`config.mk`:
```
export PLATFORM = sky130hd
export DESIGN_NAME = vptw_ctrl
export DESIGN_NICKNAME = d
export VERILOG_FILES = /design/src/hw/rtl/vptw_pkg.sv /design/src/hw/rtl/vptw_ctrl.sv
export SDC_FILE = /design/constraint.sdc
export NUM_CORES = 1
export LEC_CHECK = 0
export ABC_CLOCK_PERIOD_IN_PS = 2150
export BUFFER_PORTS_ARGS = -buffer_cell sky130_fd_sc_hd__buf_2
export CAP_MARGIN = 10
export CORE_MARGIN = 2
export CORE_UTILIZATION = 55
export CTS_BUF_LIST = sky130_fd_sc_hd__clkbuf_4 sky130_fd_sc_hd__clkbuf_8
export DETAILED_ROUTE_END_ITERATION = 8
export GPL_ROUTABILITY_DRIVEN = 0
export HOLD_SLACK_MARGIN = 0.05
export PLACE_DENSITY = 0.9
export SLEW_MARGIN = 5
export SYNTH_ARGS = -nofsm -noshare
export SYNTH_HDL_FRONTEND = slang
export SYNTH_SLANG_ARGS = --single-unit
```
`constraint.sdc`:
```
create_clock -name clk_i -period 2.15 [get_ports clk_i]
set_input_delay 0.3225 -clock clk_i [delete_from_list [all_inputs] [get_ports clk_i]]
set_output_delay 0.3225 -clock clk_i [all_outputs]
set_load 0.02 [all_outputs]
```
`src/hw/rtl/vptw_pkg.sv`:
```
// ----------------------------------------------------------------------------
// vptw_pkg
// shared types and constants of the vertex projection unit
// ----------------------------------------------------------------------------
package vptw_pkg;

  localparam int unsigned WordW = 32;
  localparam int unsigned CfgIdxW = 2;
  localparam int unsigned CfgDataW = 16;

  localparam logic [CfgIdxW-1:0] CfgVpX = 2'd0;
  localparam logic [CfgIdxW-1:0] CfgVpY = 2'd1;
  localparam logic [CfgIdxW-1:0] CfgVpW = 2'd2;
  localparam logic [CfgIdxW-1:0] CfgVpH = 2'd3;

  localparam logic CmdLoad = 1'b0;
  localparam logic CmdProject = 1'b1;

  typedef enum logic [3:0] {
    StIdle,
    StMac,
    StRowEnd,
    StDivStart,
    StDiv,
    StDivEnd,
    StVpMul,
    StVpEnd,
    StOut
  } vptw_state_e;

  // controller to datapath
  typedef struct packed {
    logic       start;      // capture vertex, clear flag
    logic       mac;        // one multiply-accumulate
    logic       row_end;    // saturate accumulator into vector slot
    logic [3:0] mac_sel;    // pass (bit 3), row (2:1) ... see datapath
    logic       div_start;
    logic       div_step;
    logic       div_end;
    logic [1:0] comp;       // component for divide / viewport
    logic       vp_mul;
    logic       vp_end;
    logic       load_out;
  } vptw_cmd_t;

  // datapath to controller
  typedef struct packed {
    logic w_zero;
  } vptw_sts_t;

endpackage

```
`src/hw/rtl/vptw_ctrl.sv`:
```
// ----------------------------------------------------------------------------
// vptw_ctrl
// sequencer for matrix products, divides and viewport mapping
// ----------------------------------------------------------------------------
module vptw_ctrl
  import vptw_pkg::*;
#(
  parameter int unsigned DivSteps = 48
) (
  input  logic      clk_i,
  input  logic      rst_ni,
  input  logic      in_valid_i,
  input  logic      in_cmd_i,
  output logic      in_ready_o,
  output logic      load_en_o,
  output logic      out_valid_o,
  input  logic      out_ready_i,
  output vptw_cmd_t cmd_o,
  input  vptw_sts_t sts_i
);

  localparam int unsigned DivCntW = $clog2(DivSteps + 1);

  vptw_state_e state_q, state_d;
  logic [4:0] mac_q, mac_d;   // pass, row, col
  logic [1:0] comp_q, comp_d;
  logic [DivCntW-1:0] div_q, div_d;
  logic out_valid_q, out_valid_d;

  always_ff @(posedge clk_i or negedge rst_ni) begin
    if (!rst_ni) begin
      state_q <= StIdle;
      mac_q <= '0;
      comp_q <= '0;
      div_q <= '0;
      out_valid_q <= 1'b0;
    end else begin
      state_q <= state_d;
      mac_q <= mac_d;
      comp_q <= comp_d;
      div_q <= div_d;
      out_valid_q <= out_valid_d;
    end
  end

  always_comb begin
    state_d = state_q;
    mac_d = mac_q;
    comp_d = comp_q;
    div_d = div_q;
    out_valid_d = out_valid_q;
    cmd_o = '0;
    cmd_o.mac_sel = mac_q[4:1];
    cmd_o.comp = comp_q;
    in_ready_o = 1'b0;
    load_en_o = 1'b0;
    if (out_valid_q && out_ready_i) begin
      out_valid_d = 1'b0;
    end
    unique case (state_q)
      StIdle: begin
        in_ready_o = 1'b1;
        if (in_valid_i) begin
          if (in_cmd_i == CmdLoad) begin
            load_en_o = 1'b1;
          end else begin
            cmd_o.start = 1'b1;
            mac_d = '0;
            state_d = StMac;
          end
        end
      end
      StMac: begin
        cmd_o.mac = 1'b1;
        cmd_o.mac_sel = {mac_q[4], mac_q[3:2], 1'b0};
        mac_d = mac_q + 5'd1;
        if (mac_q[1:0] == 2'd3) begin
          state_d = StRowEnd;
        end
      end
      StRowEnd: begin
        cmd_o.row_end = 1'b1;
        cmd_o.mac_sel = {mac_q[4] ^ (mac_q[3:0] == 4'd0), mac_q[3:2] - 2'd1, 1'b0};
        if (mac_q == 5'd0) begin
          comp_d = '0;
          state_d = StDivStart;
        end else begin
          state_d = StMac;
        end
      end
      StDivStart: begin
        if (sts_i.w_zero) begin
          state_d = StOut;
        end else begin
          cmd_o.div_start = 1'b1;
          div_d = '0;
          state_d = StDiv;
        end
      end
      StDiv: begin
        cmd_o.div_step = 1'b1;
        div_d = div_q + 1'b1;
        if (div_q == DivCntW'(DivSteps - 1)) begin
          state_d = StDivEnd;
        end
      end
      StDivEnd: begin
        cmd_o.div_end = 1'b1;
        if (comp_q == 2'd2) begin
          comp_d = '0;
          state_d = StVpMul;
        end else begin
          comp_d = comp_q + 2'd1;
          state_d = StDivStart;
        end
      end
      StVpMul: begin
        cmd_o.vp_mul = 1'b1;
        state_d = StVpEnd;
      end
      StVpEnd: begin
        cmd_o.vp_end = 1'b1;
        if (comp_q == 2'd1) begin
          state_d = StOut;
        end else begin
          comp_d = comp_q + 2'd1;
          state_d = StVpMul;
        end
      end
      StOut: begin
        if (!out_valid_q || out_ready_i) begin
          cmd_o.load_out = 1'b1;
          out_valid_d = 1'b1;
          state_d = StIdle;
        end
      end
      default: state_d = StIdle;
    endcase
  end

  assign out_valid_o = out_valid_q;

endmodule

```
==> results.toml, run 1 <==
[status]
status = "finished, final reports clean"

[placement]
dpl.hpwl_um = 1840
portBuffers = 23
dp_slack_ns = 0.181
place_area_um2 = 1340

[pwr]
peakVddDrop_mv = 0.736
power_leakage_uw = 0.000721
internal-power_uw = 1020
p_sw_frac = 0.494
power.density_nw_per_um2 = 1420
p_seq_frac = 0.318
power_switching_uw = 996
pwr-share-clk = 0.078
combPwrFrac = 0.603

[sta]
fin_crit_sh = 0.956
fin_crit_ns = 2.06
rsz0062_at_grt = "false"
fin_ws_ns = 0.0945
slew_viol_final = 0
worst_slew_pin_slew_ns = 0.398
slew_headroom = 0.735
setup_viol = 0
fin_setup_tns_ns = 0
final-hold-violation-count = 0
max_freq_mhz = 486
skew_ns = 0.00730

[layout]
final_common_cell = "buf_2"
syn2layout_area_growth_pct = 19.0
multi_input_area_um2 = 668
regArea_um2 = 454
final_area_um2 = 1420
fill_cells = 158
drive_gt1_frac = 0.237
final_cell_mix = "23 x buf_2, 15 x dfrtp_1, 14 x a21oi_1, 13 x nand2_1, 12 x inv_1"
antenna_cells = 0
fin_nets = 187

[flow_run]
cap_violations = 0

[setup_path]
end_kind = "output pin"
path_class = "reg -> out"
critical_path_arrival_ns = 1.73
cp_max_fo = 14
required_ns = 1.83
start_kind = "flip-flop"

[die]
die-area_um2 = 2560
rows = 16
ios = 24
core_um2 = 2000
die_y_um = 50.6
initial_core_util = 0.597
fp.dieW_um = 50.6

[route]
vias = 1124
drc_errors = 0
postRouteAntennaNets = 0
drtIter0Drc = 32
wl_um = 2650
viasPerCell = 5.73
routedWlPerCell_um = 13.5
first_pass_iters = 4

[synth]
synth_ff_type = "dfrtp_1"
ys_ff_latch = 18
synth.distinct_cells = 39
synth_area_um2 = 1190
syn_inst = 140
ys_seq_area_frac = 0.377
syn-mean-instance-area_um2 = 8.53
yosysWarningCount = 0
synth_edf_count = 0
syn-num-nets = 156
async_flop_share = 1.00

[worst_hold_path]
min_path_type = "in -> reg"

[clock_tree]
clk_pin_slew_ns = 0.10
h-tree-depth = 1
root_buffer = "clkbuf_4"
clock_latency_ns = 0.28
clock_sinks = 18
cts_inserted_buffers = 3
cts_buffer_depth = 2
tritoncts = "done"

[grt]
gr-total-overflow = 0
grt_pass1_vias = 973
grt_pass1_wl_um = 4070
antenna_found_initial = 0
grt_max_degree = 19
track_usage = 0.205
-- synthesized netlist by cell type (all sizes together), types with 2 or more instances --
cell type  number  share of area
ha             10           0.10
inv            13          0.041
mux2i           4          0.034
a21oi          14          0.059
nand2b          4          0.021
or3             3          0.016
or2             2          0.010
o22ai           3          0.016
dfrtp          18           0.38
nor2           12          0.038
clkbuf          5          0.016
nor4bb          2          0.017
nor3            2         0.0084
nand4           3          0.016
nand3           4          0.017
a31oi           2          0.010
o21ai           7          0.029
nand2          13          0.041
-- cells by family after synthesis --
kind of cell	synth area share
adder cells (fa/ha/maj)	0.105
AND/OR/NAND/NOR	0.226
buffers and inverters	0.0702
flip-flops	0.377
multiplexers	0.0335
AO/OA/AOI/OAI	0.174
XOR/XNOR	0.0147
-- final cells by class --
type,instances,area share
Inverter,14,0.0405
Timing Repair Buffer,32,0.130
Multi-Input combinational cell,102,0.470
Clock buffer,3,0.0158
Tap cell,27,0.0238
Sequential cell,18,0.320
-- worst max-delay path, cell delays in order, from the launching register on --
cell and delay [ns]:
dfrtp_2 0.51, and2b_1 0.23, nand2_1 0.17, inv_1 0.15, nor3_1 0.19, buf_2 0.19
-- repair_timing --
item / 4_1_cts / 5_1_grt
setup buffers: 0 / 5
endpoints found under the hold margin: 18 / 0
setup endpoints to repair: 0 / 6
hold buffers: 1 / 0
gates resized for setup: 0 / 5
-- per-stage QoR --
step / power (µW) / utilization / cells / hold slack, ns
after floorplan: 1450 / - / 140 / 0.0269
after global placement: 1720 / 0.669 / 187 / 0.270
after detailed placement: 1760 / 0.669 / 187 / 0.275
after CTS: 1940 / 0.686 / 191 / 0.329
after global routing: 2190 / 0.710 / 196 / 0.369
final: 2020 / 0.710 / 196 / 0.350
-- path summary, 6_finish.rpt --
check	from	to	slack (ns)	cells after the start
worst max-delay path	state_q[0]	cmd_o[8]	0.09	5
worst min-delay path	out_ready_i	out_valid_o	0.35	3
worst max register to register	mac_q[2]	comp_q[0]	0.16	8
worst min register to register	div_q[5]	div_q[5]	0.49	1
max in group asynchronous	rst_ni	state_q[3]	1.35	2
min in group asynchronous	rst_ni	mac_q[3]	0.49	2
-- registers in the layout (all words and copies together) (netlist names) --
name and flops:
mac_q 5, out_valid_o 1, state_q 4, comp_q 2, div_q 6
-- power groups by stage --
stage / combinational [µW] / sequential [µW] / clock [µW]
6_report: 1220 / 642 / 158
5_1_grt: 1350 / 659 / 180
4_1_cts: 1120 / 648 / 169
3_5_place_dp: 1110 / 655 / 0
3_3_place_gp: 1080 / 646 / 0
2_1_floorplan: 861 / 591 / 0
-- layer usage --
layer / up-vias / global-route usage / share of wire
met4: 0 / 0.0811 / 0.0053
li1: 551 / - / -
met2: 35 / 0.353 / 0.51
met1: 536 / 0.266 / 0.43
met3: 2 / 0.0179 / 0.052
met5: - / 0 / 0
(Power assumes the default switching activity.)
==> inputs of run 2 (changes only) <==
--- a/config.mk
+++ b/config.mk
@@ -5,6 +5,7 @@
 export SDC_FILE = /design/constraint.sdc
 export NUM_CORES = 1
 export LEC_CHECK = 0
+export ABC_AREA = 1
 export ABC_CLOCK_PERIOD_IN_PS = 2150
 export BUFFER_PORTS_ARGS = -buffer_cell sky130_fd_sc_hd__buf_2
 export CAP_MARGIN = 10
@@ -14,7 +15,7 @@
 export DETAILED_ROUTE_END_ITERATION = 8
 export GPL_ROUTABILITY_DRIVEN = 0
 export HOLD_SLACK_MARGIN = 0.05
-export PLACE_DENSITY = 0.9
+export PLACE_DENSITY_LB_ADDON = 0.12
 export SLEW_MARGIN = 5
 export SYNTH_ARGS = -nofsm -noshare
 export SYNTH_HDL_FRONTEND = slang
==> results.toml, run 2 <==
[synth]
synth_top_area_frac = 0.368
syn_inst = 170
synth_edf_count = 0
post-synth-top-area-cell = "dfrtp_1"
synth_ff_type = "dfrtp_1"
ys_seq_area_frac = 0.368
synth.distinct_cells = 24
post-synth-top-count-cell = "nand2_1"
syn-mean-instance-area_um2 = 7.21
synthTopCellsByArea = "dfrtp_1 37%, nand2_1 13%, ha_1 10%"
async_flop_share = 1.00
synth_area_um2 = 1220
yosys-top-cells-count = "44 x nand2_1, 25 x inv_1, 19 x nor2_1, 18 x dfrtp_1, 16 x nand3_1"
syn-num-nets = 186
ys_ff_latch = 18
yosysWarningCount = 0

[placement]
dp.cells = 221
place_area_um2 = 1380
portBuffers = 23
dpl.hpwl_um = 2100
dp_slack_ns = 0.487

[sta]
slew_headroom = 0.720
fin_crit_ns = 1.98
fin_ws_ns = 0.169
fin_crit_sh = 0.921
setup_viol = 0
fin_setup_tns_ns = 0
final-hold-violation-count = 0
rsz0062_at_grt = "false"
worst_slew_pin_slew_ns = 0.421
skew_ns = 0.00327
max_freq_mhz = 505
slew_viol_final = 0

[grt]
antenna_found_initial = 0
gr-total-overflow = 0
grt_max_degree = 19
grt_pass1_vias = 1122
grt_pass1_wl_um = 4610
track_usage = 0.233

[pwr]
pwr-share-clk = 0.114
power_leakage_uw = 0.000785
peakVddDrop_mv = 0.774
power_switching_uw = 934
p_seq_frac = 0.316
combPwrFrac = 0.570
p_sw_frac = 0.505
internal-power_uw = 915
power.density_nw_per_um2 = 1300

[setup_path]
path_class = "reg -> out"
end_kind = "output pin"
r2r_end = "comp_q[0]"
crit_end = "cmd_o[11]"
timing.rr.start = "mac_q[3]"
r2r_cells = 10
crit_start = "mac_q[2]"
required_ns = 1.83
critical_path_arrival_ns = 1.66
path_cells = "inv_2 > ha_1 > nand2_1 > inv_1 > ha_1 > o21ai_0 > buf_2"
slowest_stage = "dfrtp_1"
crit_top_cell = "ha_1"
start_kind = "flip-flop"
r2r_setup_slack_ns = 0.73
cp_max_fo = 4
critPathMaxStageDelay_ns = 0.42

[flow_run]
cap_violations = 0

[layout]
final_common_cell = "nand2_1"
final_area_um2 = 1420
instances_no_fill = 226
largest_reg_flops = 6
regMostFlops = "div_q"
drive_gt1_frac = 0.207
antenna_cells = 0
fin_nets = 215
final_cell_mix = "44 x nand2_1, 24 x inv_1, 23 x buf_2, 19 x nor2_1, 18 x dfrtp_1"
reg_top3 = "div_q (6), mac_q (5), state_q (4)"
syn2layout_area_growth_pct = 16.0

[route]
drtIter0Drc = 21
postRouteAntennaNets = 0
routedWlPerCell_um = 11.5
vias = 1127
wl_um = 2600
first_pass_iters = 4
viasPerCell = 4.99
drc_errors = 0

[die]
core_um2 = 2150
die-area_um2 = 2620
initial_core_util = 0.570
fp.dieW_um = 51.2
ios = 24
die_y_um = 51.2
rows = 17

[clock_tree]
clock_latency_ns = 0.29
tritoncts = "done"
cts_buffer_depth = 2
h-tree-depth = 1
clk_pin_slew_ns = 0.11
cts_inserted_buffers = 3
root_buffer = "clkbuf_4"
clock_sinks = 18

[status]
status = "finished, final reports clean"

[worst_hold_path]
hp-start = "out_ready_i"
min_path_type = "in -> reg"
## run 2: changes by cell type after synthesis, sizes merged, moves of 5 or more
cell,change
o21ai,+6
inv,+15
nand2,+34
a21oi,-11
nor2,+11
nand3,+12
clkbuf,-5
## run 2: kinds of logic after synthesis
group / after synthesis / share of synthesized area
simple gates: 89 / 0.319
buf+inv: 29 / 0.0889
compound gates: 23 / 0.115
flops: 18 / 0.368
fa+ha+maj: 10 / 0.102
xor+xnor: 1 / 0.00715
## run 2: what timing repair did
action	4_1_cts	5_1_grt
setup endpoints to repair	0	1
endpoints found under the hold margin	18	0
hold buffers	1	0
gates resized for setup	0	1
setup buffers	0	0
## run 2: power groups by stage
stage	clock network (µW)	registers [µW]	logic [µW]
floorplan	0	569	796
global placement	0	579	1040
detailed placement	0	588	1050
CTS	220	582	1060
global route	232	604	1220
finish	212	584	1050
## run 2: critical path: cells and delay by family, from the launching register on
family / cells / cell delay [ns]
adder cells (fa/ha/maj): 2 / 0.44
flip-flops: 1 / 0.42
buffers and inverters: 3 / 0.30
AO/OA/AOI/OAI: 1 / 0.15
AND/OR/NAND/NOR: 1 / 0.06
## run 2: final cells by class
class | count | area [µm²]
Clock buffer | 4 | 36.3
Fill cell | 199 | 727
Inverter | 29 | 109
Multi-Input combinational cell | 123 | 666
Sequential cell | 18 | 450
Tap cell | 28 | 35.0
Timing Repair Buffer | 24 | 125
## run 2: worst min-delay path by stage
stage,to,depth (start not counted)
global placement,out_valid_o,1
detailed placement,state_q[2],1
CTS,out_valid_o,2
global route,out_valid_o,2
floorplan,comp_q[0],0
finish,out_valid_o,2
## run 2: metrics by stage
stage / power, µW / hold slack, ns / util
5_1_grt: 2050 / 0.236 / 0.662
4_1_cts: 1860 / 0.216 / 0.662
3_5_place_dp: 1640 / 0.279 / 0.640
2_1_floorplan: 1370 / 0.0269 / -
3_3_place_gp: 1610 / 0.277 / 0.640
6_report: 1850 / 0.223 / 0.662
## run 2: per-layer routing
layer  vias up  GRT usage  part of all wire
met5         -          0                 0
met3         2     0.0497             0.024
met2        12      0.413              0.53
li1        596          -                 -
met4         0     0.0586            0.0054
met1       517      0.285              0.44
